File: src/rtl/html_entity_decoder_unit_macros.svh
// ----------------------------------------------------------------------------
// HTML entity decoder assertion macros
// Implication checks on clk, turned off while rst is high.
// ----------------------------------------------------------------------------
`ifndef HTML_ENTITY_DECODER_UNIT_MACROS_SVH
`define HTML_ENTITY_DECODER_UNIT_MACROS_SVH

`ifndef SYNTHESIS
// same-cycle implication
`define HED_ASSERT_IMP(label, ante, cons) \
  label: assert property (@(posedge clk) disable iff (rst) (ante) |-> (cons)) \
    else $error("hed assertion failed");
// next-cycle implication
`define HED_ASSERT_NXT(label, ante, cons) \
  label: assert property (@(posedge clk) disable iff (rst) (ante) |=> (cons)) \
    else $error("hed assertion failed");
`else
`define HED_ASSERT_IMP(label, ante, cons)
`define HED_ASSERT_NXT(label, ante, cons)
`endif

`endif

File: src/rtl/hed_pkg.sv
// ----------------------------------------------------------------------------
// hed_pkg
// Shared constants and the result bundle of the HTML entity decoder.
// ----------------------------------------------------------------------------
`default_nettype none

package hed_pkg;

  localparam int CODE_BITS   = 31;
  localparam int MAX_RESULTS = 6;
  localparam int COUNT_BITS  = $clog2(MAX_RESULTS + 1);

  // bytes produced by one input item, bytes[0] goes out first
  typedef struct packed {
    logic [COUNT_BITS-1:0]       count;
    logic [MAX_RESULTS-1:0][7:0] bytes;
  } result_t;

endpackage

`default_nettype wire

File: src/rtl/html_entity_decoder_unit.sv
// ----------------------------------------------------------------------------
// html_entity_decoder_unit
// Byte-stream HTML entity and <br> decoder with UTF-8 output of numeric codes.
// ----------------------------------------------------------------------------
//  port group  dir  tdata          tuser  tlast
//  s_*         in   in_byte[7:0]   -      end_of_text
//  m_*         out  out_byte[7:0]  -      last_of_run
//
//  One input byte per cycle while nothing stalls; items pass the input
//  register, then the result buffer. An item yielding N bytes holds the
//  result buffer until all are taken; the input register takes one more item
//  meanwhile, then stalls. Items yielding no bytes never wait for the buffer.
//  rst is synchronous: clears both valid flags and the parse state.
// ----------------------------------------------------------------------------
`default_nettype none

module html_entity_decoder_unit (
  input  wire logic       clk,
  input  wire logic       rst,
  input  wire logic       s_tvalid,
  output logic            s_tready,
  input  wire logic [7:0] s_tdata,   // [7:0] in_byte
  input  wire logic       s_tlast,
  output logic            m_tvalid,
  input  wire logic       m_tready,
  output logic [7:0]      m_tdata,   // [7:0] out_byte
  output logic            m_tlast
);

`include "html_entity_decoder_unit_macros.svh"

  logic                                        in_v;
  logic [7:0]                                  in_b;
  logic                                        in_last;
  logic                                        fire;
  logic                                        buf_free;
  logic                                        pop;
  logic [hed_pkg::COUNT_BITS-1:0]              rem;
  logic [hed_pkg::MAX_RESULTS-1:0][7:0]        ob;
  hed_pkg::result_t                            res;

  hed_parser u_parser (
    .clk         (clk),
    .rst         (rst),
    .fire        (fire),
    .in_byte     (in_b),
    .end_of_text (in_last),
    .res         (res)
  );

  assign m_tvalid = (rem != '0);
  assign m_tdata  = ob[0];
  assign m_tlast  = (rem == hed_pkg::COUNT_BITS'(1));
  assign pop      = m_tvalid && m_tready;
  assign buf_free = !m_tvalid || (pop && m_tlast);
  assign fire     = in_v && ((res.count == '0) || buf_free);
  assign s_tready = !in_v || fire;

  always_ff @(posedge clk) begin
    if (rst) begin
      in_v <= 1'b0;
    end else if (s_tvalid && s_tready) begin
      in_v <= 1'b1;
    end else if (fire) begin
      in_v <= 1'b0;
    end
  end

  always_ff @(posedge clk) begin
    if (s_tvalid && s_tready) begin
      in_b    <= s_tdata;
      in_last <= s_tlast;
    end
  end

  always_ff @(posedge clk) begin
    if (rst) begin
      rem <= '0;
    end else if (fire && res.count != '0) begin
      rem <= res.count;
    end else if (pop) begin
      rem <= rem - hed_pkg::COUNT_BITS'(1);
    end
  end

  // result buffer drains from element 0
  always_ff @(posedge clk) begin
    if (fire && res.count != '0) begin
      ob <= res.bytes;
    end else if (pop) begin
      ob <= ob >> 8;
    end
  end

  `HED_ASSERT_IMP(a_no_overwrite, fire && res.count != '0, buf_free)
  `HED_ASSERT_IMP(a_rem_range, in_v || !in_v,
                  rem <= hed_pkg::COUNT_BITS'(hed_pkg::MAX_RESULTS))
  `HED_ASSERT_NXT(a_drain_empty, pop && m_tlast && !(fire && res.count != '0), !m_tvalid)
  `HED_ASSERT_NXT(a_hold_input, in_v && !fire, in_v && $stable(in_b) && $stable(in_last))

endmodule

`default_nettype wire

File: src/rtl/hed_parser.sv
// ----------------------------------------------------------------------------
// hed_parser
// Parse state and the per-byte decode: names, tags, numeric codes, UTF-8.
// ----------------------------------------------------------------------------
`default_nettype none

module hed_parser (
  input  wire logic             clk,
  input  wire logic             rst,
  input  wire logic             fire,
  input  wire logic [7:0]       in_byte,
  input  wire logic             end_of_text,
  output hed_pkg::result_t      res
);

  localparam logic [2:0] MODE_NORMAL   = 3'd0;
  localparam logic [2:0] MODE_ENTITY   = 3'd1;
  localparam logic [2:0] MODE_NUMERIC  = 3'd2;
  localparam logic [2:0] MODE_TAG      = 3'd3;
  localparam logic [2:0] MODE_SKIP_ENT = 3'd4;
  localparam logic [2:0] MODE_SKIP_TAG = 3'd5;

  localparam int         ENT_COUNT = 5;
  localparam logic [7:0] CH_AMP    = 8'h26;
  localparam logic [7:0] CH_LT     = 8'h3C;
  localparam logic [7:0] CH_GT     = 8'h3E;
  localparam logic [7:0] CH_SEMI   = 8'h3B;
  localparam logic [7:0] CH_HASH   = 8'h23;
  localparam logic [7:0] CH_ZERO   = 8'h30;
  localparam logic [7:0] CH_NINE   = 8'h39;
  localparam logic [7:0] CH_LF     = 8'h0A;

  localparam logic [hed_pkg::CODE_BITS-1:0] CODE_MAX = {hed_pkg::CODE_BITS{1'b1}};
  localparam int PROD_BITS = hed_pkg::CODE_BITS + 4;

  // name bytes, position 0 in the low byte
  function automatic logic [7:0] ent_name_byte(input logic [2:0] idx, input logic [2:0] p);
    logic [39:0] w;
    logic [39:0] sh;
    begin
      unique case (idx)
        3'd0:    w = {8'h00, 8'h00, ";", "t", "l"};
        3'd1:    w = {8'h00, 8'h00, ";", "t", "g"};
        3'd2:    w = {8'h00, ";", "p", "m", "a"};
        3'd3:    w = {";", "s", "o", "p", "a"};
        3'd4:    w = {";", "t", "o", "u", "q"};
        default: w = '0;
      endcase
      sh = w >> {p, 3'b000};
      return sh[7:0];
    end
  endfunction

  function automatic logic [2:0] ent_len(input logic [2:0] idx);
    unique case (idx)
      3'd0, 3'd1: return 3'd3;
      3'd2:       return 3'd4;
      3'd3, 3'd4: return 3'd5;
      default:    return 3'd0;
    endcase
  endfunction

  function automatic logic [7:0] ent_char(input logic [2:0] idx);
    unique case (idx)
      3'd0:    return 8'h3C;
      3'd1:    return 8'h3E;
      3'd2:    return 8'h26;
      3'd3:    return 8'h27;
      3'd4:    return 8'h22;
      default: return 8'h00;
    endcase
  endfunction

  function automatic logic [7:0] tag_byte(input logic [2:0] p);
    unique case (p)
      3'd0:    return "b";
      3'd1:    return "r";
      3'd2:    return ">";
      default: return 8'h00;
    endcase
  endfunction

  logic [2:0]                   mode, mode_next;
  logic [2:0]                   pos, pos_next;
  logic [ENT_COUNT-1:0]         mask, mask_next;
  logic [hed_pkg::CODE_BITS-1:0] code, code_next;
  logic                         closed, closed_next;

  logic                         to_normal;
  logic [ENT_COUNT-1:0]         ent_hits;
  logic                         hit;
  logic [7:0]                   hit_char;
  logic [PROD_BITS-1:0]         prod;
  logic                         is_digit;
  logic [35:0]                  cx;
  hed_pkg::result_t             utf;

  assign is_digit = (in_byte >= CH_ZERO) && (in_byte <= CH_NINE);

  // code * 10 + digit, saturating
  assign prod = (PROD_BITS'(code) << 3) + (PROD_BITS'(code) << 1)
              + PROD_BITS'(in_byte - CH_ZERO);

  // UTF-8 encoding of the accumulated code
  assign cx = 36'(code);
  always_comb begin
    utf = '0;
    if (cx == 36'd0) begin
      utf.count = '0;
    end else if (cx < 36'h80) begin
      utf.count    = hed_pkg::COUNT_BITS'(1);
      utf.bytes[0] = cx[7:0];
    end else if (cx < 36'h800) begin
      utf.count    = hed_pkg::COUNT_BITS'(2);
      utf.bytes[0] = 8'hC0 | {3'b000, cx[10:6]};
      utf.bytes[1] = {2'b10, cx[5:0]};
    end else if (cx < 36'h10000) begin
      utf.count    = hed_pkg::COUNT_BITS'(3);
      utf.bytes[0] = 8'hE0 | {4'b0000, cx[15:12]};
      utf.bytes[1] = {2'b10, cx[11:6]};
      utf.bytes[2] = {2'b10, cx[5:0]};
    end else if (cx < 36'h200000) begin
      utf.count    = hed_pkg::COUNT_BITS'(4);
      utf.bytes[0] = 8'hF0 | {5'b00000, cx[20:18]};
      utf.bytes[1] = {2'b10, cx[17:12]};
      utf.bytes[2] = {2'b10, cx[11:6]};
      utf.bytes[3] = {2'b10, cx[5:0]};
    end else if (cx < 36'h4000000) begin
      utf.count    = hed_pkg::COUNT_BITS'(5);
      utf.bytes[0] = 8'hF8 | {6'b000000, cx[25:24]};
      utf.bytes[1] = {2'b10, cx[23:18]};
      utf.bytes[2] = {2'b10, cx[17:12]};
      utf.bytes[3] = {2'b10, cx[11:6]};
      utf.bytes[4] = {2'b10, cx[5:0]};
    end else begin
      utf.count    = hed_pkg::COUNT_BITS'(6);
      utf.bytes[0] = 8'hFC | {7'b0000000, cx[30]};
      utf.bytes[1] = {2'b10, cx[29:24]};
      utf.bytes[2] = {2'b10, cx[23:18]};
      utf.bytes[3] = {2'b10, cx[17:12]};
      utf.bytes[4] = {2'b10, cx[11:6]};
      utf.bytes[5] = {2'b10, cx[5:0]};
    end
  end

  // candidate name match at the current position
  always_comb begin
    ent_hits = '0;
    hit      = 1'b0;
    hit_char = 8'h00;
    for (int i = 0; i < ENT_COUNT; i++) begin
      if (mask[i] && (pos < ent_len(3'(i))) && (ent_name_byte(3'(i), pos) == in_byte)) begin
        ent_hits[i] = 1'b1;
        if (pos + 3'd1 == ent_len(3'(i))) begin
          hit      = 1'b1;
          hit_char = ent_char(3'(i));
        end
      end
    end
  end

  always_comb begin
    mode_next   = mode;
    pos_next    = pos;
    mask_next   = mask;
    code_next   = code;
    closed_next = closed;
    to_normal   = 1'b0;
    res         = '0;

    unique case (mode)
      MODE_ENTITY: begin
        if (pos == 3'd0 && in_byte == CH_HASH) begin
          mode_next   = MODE_NUMERIC;
          code_next   = '0;
          closed_next = 1'b0;
        end else if (hit) begin
          res.count    = hed_pkg::COUNT_BITS'(1);
          res.bytes[0] = hit_char;
          to_normal    = 1'b1;
        end else if (ent_hits == '0) begin
          if (in_byte == CH_SEMI) begin
            to_normal = 1'b1;
          end else begin
            mode_next = MODE_SKIP_ENT;
            pos_next  = 3'd0;
            mask_next = '0;
          end
        end else begin
          mask_next = ent_hits;
          pos_next  = pos + 3'd1;
        end
      end
      MODE_NUMERIC: begin
        if (in_byte == CH_SEMI) begin
          res       = utf;
          to_normal = 1'b1;
        end else if (!closed && is_digit) begin
          code_next = (prod > PROD_BITS'(CODE_MAX)) ? CODE_MAX
                                                    : prod[hed_pkg::CODE_BITS-1:0];
        end else begin
          closed_next = 1'b1;
        end
      end
      MODE_TAG: begin
        if (pos < 3'd3 && tag_byte(pos) == in_byte) begin
          if (pos == 3'd2) begin
            res.count    = hed_pkg::COUNT_BITS'(1);
            res.bytes[0] = CH_LF;
            to_normal    = 1'b1;
          end else begin
            pos_next = pos + 3'd1;
          end
        end else if (in_byte == CH_GT) begin
          to_normal = 1'b1;
        end else begin
          mode_next = MODE_SKIP_TAG;
          pos_next  = 3'd0;
        end
      end
      MODE_SKIP_ENT: begin
        if (in_byte == CH_SEMI) begin
          to_normal = 1'b1;
        end
      end
      MODE_SKIP_TAG: begin
        if (in_byte == CH_GT) begin
          to_normal = 1'b1;
        end
      end
      default: begin
        if (in_byte == CH_AMP) begin
          mode_next = MODE_ENTITY;
          pos_next  = 3'd0;
          mask_next = '1;
        end else if (in_byte == CH_LT) begin
          mode_next = MODE_TAG;
          pos_next  = 3'd0;
          mask_next = '0;
        end else begin
          res.count    = hed_pkg::COUNT_BITS'(1);
          res.bytes[0] = in_byte;
          to_normal    = 1'b1;
        end
      end
    endcase

    // end of text drops any open sequence
    if (to_normal || end_of_text) begin
      mode_next   = MODE_NORMAL;
      pos_next    = 3'd0;
      mask_next   = '0;
      code_next   = '0;
      closed_next = 1'b0;
    end
  end

  always_ff @(posedge clk) begin
    if (rst) begin
      mode   <= MODE_NORMAL;
      pos    <= 3'd0;
      mask   <= '0;
      code   <= '0;
      closed <= 1'b0;
    end else if (fire) begin
      mode   <= mode_next;
      pos    <= pos_next;
      mask   <= mask_next;
      code   <= code_next;
      closed <= closed_next;
    end
  end

endmodule

`default_nettype wire

File: config.mk
export PLATFORM = sky130hd
export DESIGN_NAME = html_entity_decoder_unit
export DESIGN_NICKNAME = d
export VERILOG_FILES = /design/src/rtl/hed_pkg.sv /design/src/rtl/html_entity_decoder_unit.sv /design/src/rtl/hed_parser.sv
export VERILOG_INCLUDE_DIRS = /design/src /design/src/rtl
export SDC_FILE = /design/constraint.sdc
export NUM_CORES = 1
export LEC_CHECK = 0
export BUFFER_PORTS_ARGS = -buffer_cell sky130_fd_sc_hd__buf_2
export CAP_MARGIN = 20
export CORE_MARGIN = 5
export CORE_UTILIZATION = 50
export CTS_BUF_LIST = sky130_fd_sc_hd__clkbuf_8
export DETAILED_ROUTE_END_ITERATION = 12
export GPL_TIMING_DRIVEN = 1
export HOLD_SLACK_MARGIN = 0.12
export PLACE_DENSITY = 0.69
export SLEW_MARGIN = 20
export SYNTH_ARGS = -nofsm -noshare
export SYNTH_HDL_FRONTEND = slang
export SYNTH_SLANG_ARGS = --single-unit
File: constraint.sdc
create_clock -name clk -period 6.2 [get_ports clk]
set_clock_uncertainty 0.05 [all_clocks]
set_input_delay 1.24 -clock clk [delete_from_list [all_inputs] [get_ports clk]]
set_output_delay 1.24 -clock clk [all_outputs]
set_load 0.005 [all_outputs]
* Word-level counts from Yosys, hierarchy flattened
Index checks and enable logic that the tools add are counted.
** Storage, ports and cells
- Input bits :: 13
- Register bits after elaboration :: 104
- Output and inout bits :: 11
** Operators by class
- Add/subtract/negate cells :: 5
- Reductions and logical operators :: 46
- Shift-type cells :: 5
- $lt $le $gt $ge :: 11
- Equality and inequality tests :: 40
- Mux-type cells :: 125
** Operator list (count)
- 32-bit two-way mux :: 6
- 31-bit two-way mux :: 5
- 48-bit two-way mux :: 3
- 8-bit two-way mux :: 17
- 3-bit two-way mux :: 34
- 40-bit two-way mux :: 2
- 38-bit by 6-bit >> shifter with 8-bit output (first input constant) :: 2
- 31-bit case mux with 2 select lines :: 1
- 51-bit two-way mux :: 1
- 8-bit equality test :: 6
- 24-bit two-way mux :: 2
- 22-bit by 6-bit >> shifter with 8-bit output (first input constant) :: 2
- 8-bit by 6-bit equality test with 1-bit output (second input constant) :: 5
- 38-bit two-way mux :: 1
- 36-bit logical NOT :: 1
- 34-bit by 32-bit adder with 35-bit output :: 1
- 35-bit adder :: 1
- 35-bit by 31-bit greater-than comparator with 1-bit output (second input constant) :: 1
- 5-bit two-way mux :: 7
- 1-bit two-way mux :: 33
- 16-bit two-way mux :: 2
- 8-bit case mux with 4 select lines :: 1
- 31-bit by 12-bit less-than comparator with 1-bit output (second input constant) :: 1
- 31-bit by 17-bit less-than comparator with 1-bit output (second input constant) :: 1
- other kinds (45) :: 96

* Logic depth before layout (Yosys ltp)
- Depth in word-level cells :: 24
- Gate-level depth with buffers :: 17
- Depth with buffers taken out :: 14

* Modules after synthesis
Synthesis repeated with hierarchy kept, for this count alone.
** Unflattened totals
- Cell total of the unflattened synthesis :: 1098
- Area total of the unflattened synthesis :: 9516.6 µm²
** By module, submodules not included
- hed_parser :: area an instance 6817.8 µm², cells an instance 937, instances 1
- html_entity_decoder_unit :: area an instance 2698.8 µm², cells an instance 161, instances 1

* Least setup slack after synthesis
Ideal clock, no wire load.
- Kind :: register to register
- Start :: register in_b[6]
- End :: register u_parser.code[22] (netlist name)
- Setup time :: 0.118 ns
- Data arrival time :: 6.039 ns
- Slack :: -0.007 ns
- Buffers on the path :: 3
- Data required time :: 6.032 ns
- Cell stages (with the launch flop) :: 16
- Cell sequence :: edfxtp_1 -> buf_1 -> nor3_1 -> fa_1 -> ha_1 -> clkbuf_1 -> o21a_1 -> o211ai_1 -> a2111o_1 -> a31oi_1 -> o2111ai_1 -> o311ai_1 -> o2111ai_1 -> clkbuf_1 -> a21oi_1 -> o2bb2ai_1
** On the way
- Cells in the longest elaborated chain, start to end :: 18
- Elaborated cells between the ends (all ways) :: 70
- Classes of those cells :: add/sub: 2; order compare: 3; eq/ne: 14; mux: 35; reduce/logical: 16
** Ends and longest elaborated chain
- start: declaration :: line html_entity_decoder_unit.sv:33 : logic [7:0] in_b;
- start signal: assignment :: line html_entity_decoder_unit.sv:71 : in_b <= s_tdata;
- branches (longest 18 deep; another with 35-bit adder)
- end signal: assignment :: line hed_parser.sv:269 : code <= code_next;
- end: declaration :: line hed_parser.sv:86 : logic [hed_pkg::CODE_BITS-1:0] code, code_next;
Parallel ways; which one is timed is not known. The select of a mux whose other input is x is not followed.
A chain may end at the register's enable or synchronous reset.

* Worst setup path after layout
- Start :: register u_parser.pos[0]
- End :: output port s_tready
** On the way
- Cells in the longest elaborated chain, start to end :: 19
- Elaborated cells between the ends (all ways) :: 56
- Classes of those cells :: add/sub: 1; order compare: 3; eq/ne: 13; shift: 5; mux: 17; reduce/logical: 17
** Ends and longest elaborated chain
- start: declaration :: line hed_parser.sv:84 : logic [2:0] pos, pos_next;
- start signal: assignment :: line hed_parser.sv:267 : pos <= pos_next;
- 22-bit by 6-bit >> shifter with 8-bit output (tied with other cells) :: line hed_parser.sv:49 : sh = w >> {p, 3'b000};
- 8-bit equality test (tied with other cells) :: line hed_parser.sv:152 : if (mask[i] && (pos < ent_len(3'(i))) && (ent_name_byte(3'(i), pos) == in_byte)) begin
- 1-bit logical AND or 1-bit two-way mux (tied branches) :: line hed_parser.sv:152, hed_parser.sv:154
- 1-bit two-way mux :: line hed_parser.sv:152
- 1-bit two-way mux :: line hed_parser.sv:154 : if (pos + 3'd1 == ent_len(3'(i))) begin
- 1-bit two-way mux :: line hed_parser.sv:152
- 1-bit two-way mux :: line hed_parser.sv:154
- 1-bit two-way mux :: line hed_parser.sv:152
- (+3 left out)
- 1-bit two-way mux :: line hed_parser.sv:152
- 1-bit two-way mux :: line hed_parser.sv:177 : end else if (hit) begin
- 3-bit two-way mux :: line hed_parser.sv:173 : if (pos == 3'd0 && in_byte == CH_HASH) begin
- 3-bit case mux with 4 select lines * :: line hed_parser.sv:171 : unique case (mode)
- 3-bit logical NOT * :: line html_entity_decoder_unit.sv:56 : assign fire = in_v && ((res.count == '0) || buf_free);
- 1-bit logical OR * :: line html_entity_decoder_unit.sv:56
- 1-bit logical AND * :: line html_entity_decoder_unit.sv:56
- 1-bit logical OR * :: line html_entity_decoder_unit.sv:57 : assign s_tready = !in_v || fire;
- end: declaration :: line html_entity_decoder_unit.sv:21 : output logic s_tready,
Every way passes the cells marked *; elsewhere a longest branch is shown, timed or not. The select of a mux whose other input is x is not followed.

==> flow_summary_export.csv <==
group,metric,value,unit
run_status,status,"finished, final reports clean",
critical_path,required,4.91,ns
synth,synth_area_leader_cell,"edfxtp_1",
route,post_drt_wl_per_cell,18.7,microns
critical_path,cpMostUsedCell,"inv_1",
synth,synth.area.mux_share,1.42,%
synth,synth_edf_count,52,
synth,synth_xor_area_share,3.97,%
route,via_per_inst,6.29,
final_layout,layout_commonest_cell,"nand2_1",
synth,synth_top_family_by_area,"compound AO/OA/AOI/OAI gates",
synth,synth-main-ff-cell,"edfxtp_1",
critical_path,path_class,"flop to output pin",
placed_design,place.port_buffers,23,
synth,yosysWarningCount,0,
final_layout,layout_common_cells,"124 x nand2_1, 81 x a21oi_1, 80 x nor2_1",
sta,rsz0062_at_grt,"false",
route,totalWireLength,23400,microns
synth,synthSimpleGateAreaFrac,20.7,%
final_layout,regArea,2500,sq um
final_layout,multi_input_area,5900,sq um
final_layout,antenna_cells,0,
final_layout,nets,1114,
synth,ys_async_sr_fraction,0,%
synth,ys_ff_latch,99,
synth,synth-seq-area-share,28.4,%
hold_path,hold_depth,2,
sta,worst_slack,0.751,ns
synth,synth_top_area_share,17.7,%
placed_design,dp_slack,1.10,ns
critical_path,crit_fanout,14,
route,ant_nets,0,
critical_path,worstSetupEndpointType,"output pin",
sta,period_share,87.9,%
synth,avgSynthCellArea,8.45,sq um
sta,fmax,184,MHz
cts,cts_resized,0,
floorplan,pin_count,24,
synth,netlist_instances,1043,
cts,root_buffer,"clkbuf_8",
final_layout,fillers,1671,
global_route,grt_overflow_total,0,
hold_path,min_to,"u_parser.mask[3]",
cts,h-tree-depth,3,
critical_path,arrival,4.16,ns
hold_path,holdCritPathClass,"flop to flop",
cts,holdBufCountCts,0,
critical_path,critical_path_cell_count,11,
global_route,grt_max_degree,63,
final_layout,drive_gt1_share,7.02,%
critical_path,cp-start-kind,"flop",
cts,cts_tree,"yes",
floorplan,core-area,17300,sq um
cts,cts_buffers,9,
global_route,grt_first_pass_wirelength,38300,microns
floorplan,die_h,143,microns
critical_path,cp_cell_sequence,"inv_1, ha_1, xnor2_1, nand3_1, a221oi_1, a31oi_1, o221a_2, o21ba_4, nor3b_1, inv_1, buf_2",
floorplan,core.rowCount,48,
power_and_ir_drop,leakagePower,3.73,nW
sta,period_minus_slack,5.45,ns
global_route,grt_usage,23.2,%
synth,synthTopCellsByArea,"edfxtp_1 18%, dfxtp_1 11%, ha_1 7.1%, fa_1 6.8%, nand2_1 5.3%",
critical_path,critical_path_buf_inv_count,3,
critical_path,r2r-start,"in_b[5]",
placed_design,gp_congestion,0.953,
route,first_pass_iters,6,
global_route,grt_pass1_vias,7157,
critical_path,max_stage_delay,0.67,ns
critical_path,rrSetupSlack,0.98,ns
cts,clkSinkCount,99,
cts,path_clk_slew,0.10,ns
synth,synth-compound-area-share,26.6,%
route,drt_iter0_markers,800,
power_and_ir_drop,max-vdd-ir-drop,0.367,mV
hold_path,hp-start,"u_parser.mask[3]",
critical_path,ff2ff_path_depth,15,
critical_path,cpMaxStageDelayCell,"dfxtp_1",
placed_design,hpwl,17600,microns
route,drc,0,
sta,setup_violations,0,
route,vias,7865,
synth,synth_nets,1136,
synth,synthAdderAreaFrac,13.9,%
critical_path,path_delay_family,"compound AO/OA/AOI/OAI gates",
floorplan,initial_utilization,51.0,%
global_route,antenna_found_initial,0,
floorplan,dieArea,20400,sq um
sta,tns,0,ns
floorplan,dieWidth,143,microns
cts,postCtsSetupBuffers,0,
power_and_ir_drop,power_density,234,nW/um^2
placed_design,dp.cells,1235,
sta,max_slew_margin,31.0,%
synth,netlist_area,8820,sq um
cts,clockBufferDepth,2,
sta,tightestPinTransition,1.03,ns
cts,clk_latency,0.38,ns
final_layout,stdcell_count,1251,
run,drv_cap,0,
sta,hold_viol_final,0,
sta,slew_viol_final,0,
final_layout,area_growth_syn_to_layout,4.78,%
synth,ys_types,82,
critical_path,r2r_end,"u_parser.code[22]",
==> worst register-to-register path, cell delays in order (launching register included) <==
cell and delay, ns:
edfxtp_1 0.57, ha_1 0.35, nor3_4 0.61, buf_4 0.36, fa_1 0.45, ha_1 0.28, a2111oi_0 0.64, o21a_1 0.23
o31ai_1 0.11, a311oi_1 0.27, a211oi_1 0.07, o311ai_1 0.11, o2111ai_2 0.38, buf_4 0.34, a21oi_1 0.17, o2bb2ai_1 0.09
==> Yosys cell counts (8+ instances only) <==
library cell and instances:
or3_1 12, nand3_1 24, nor2b_1 18, nor2_1 80, xor2_1 15, o31ai_1 14
inv_1 36, o211ai_1 22, a211oi_1 14, a22oi_1 12, buf_4 8, clkbuf_1 37
o21ai_1 32, a21oi_1 81, dfxtp_1 47, nor4_1 11, nand2_1 125, o21ai_0 29
nand2b_1 17, and3_1 11, a21o_1 20, fa_1 30, nor3_1 22, xnor2_1 25
buf_2 20, mux2i_1 8, a221oi_1 8, edfxtp_1 52, o2bb2ai_1 31, ha_1 50
==> layout make-up <==
class / count / area share [%]
tap: 225 / 3.05
sequential: 99 / 27.1
multi-input combinational: 840 / 63.9
timing repair buffer: 34 / 2.14
clock buffer: 9 / 1.34
clock inverter: 7 / 1.02
inverter: 37 / 1.50
==> cells by family (layout without fill, tap and decap cells) <==
kind of cell,after synthesis,count (layout)
AND/OR/NAND/NOR,369,369
AO/OA/AOI/OAI,339,339
buffers and inverters,104,87
flip-flops,99,99
adder cells (fa/ha/maj),80,80
XOR/XNOR,40,40
multiplexers,12,12
==> power breakdown <==
group          total (mW)  switching, mW  internal (mW)
registers            1.01         0.0683          0.944
clock network       0.457          0.260          0.198
logic               0.692          0.447          0.245
==> flip-flops by register name (all words and copies together) (netlist names) <==
register / flops
in_b: 8
in_v: 1
u_parser.closed: 1
in_last: 1
u_parser.mode: 3
u_parser.mask: 5
m_tdata: 8
rem: 3
u_parser.pos: 3
u_parser.code: 31
ob: 35
==> stage by stage <==
step                      hold slack, ns  power (mW)  util [%]  instance area [sq um]
after floorplan                    0.382        1.56         -                   8820
after global placement             0.416        1.70      52.1                   9020
after detailed placement           0.424        1.72      52.1                   9020
after CTS                          0.442        2.18      53.4                   9240
after global routing               0.483        2.30      53.4                   9240
final                              0.436        2.16      53.4                   9240
==> layer usage <==
metal	vias up	global-route usage, %	routed length, microns
met2	256	35.5	10400
met1	3738	34.1	11100
li1	3829	-	-
met4	0	7.60	656
met5	-	0	0
met3	42	2.91	1180
==> worst max-delay path by stage <==
stage / from / endpoint / slack, ns
final: u_parser.pos[0] / s_tready / 0.75
after floorplan: in_b[6] / u_parser.code[22] / 1.07
after CTS: u_parser.pos[0] / s_tready / 0.81
after detailed placement: in_b[5] / u_parser.code[22] / 1.10
after global routing: u_parser.pos[0] / s_tready / 0.45
after global placement: u_parser.pos[0] / s_tready / 1.23
No activity file was read; power rests on OpenSTA's default activity.
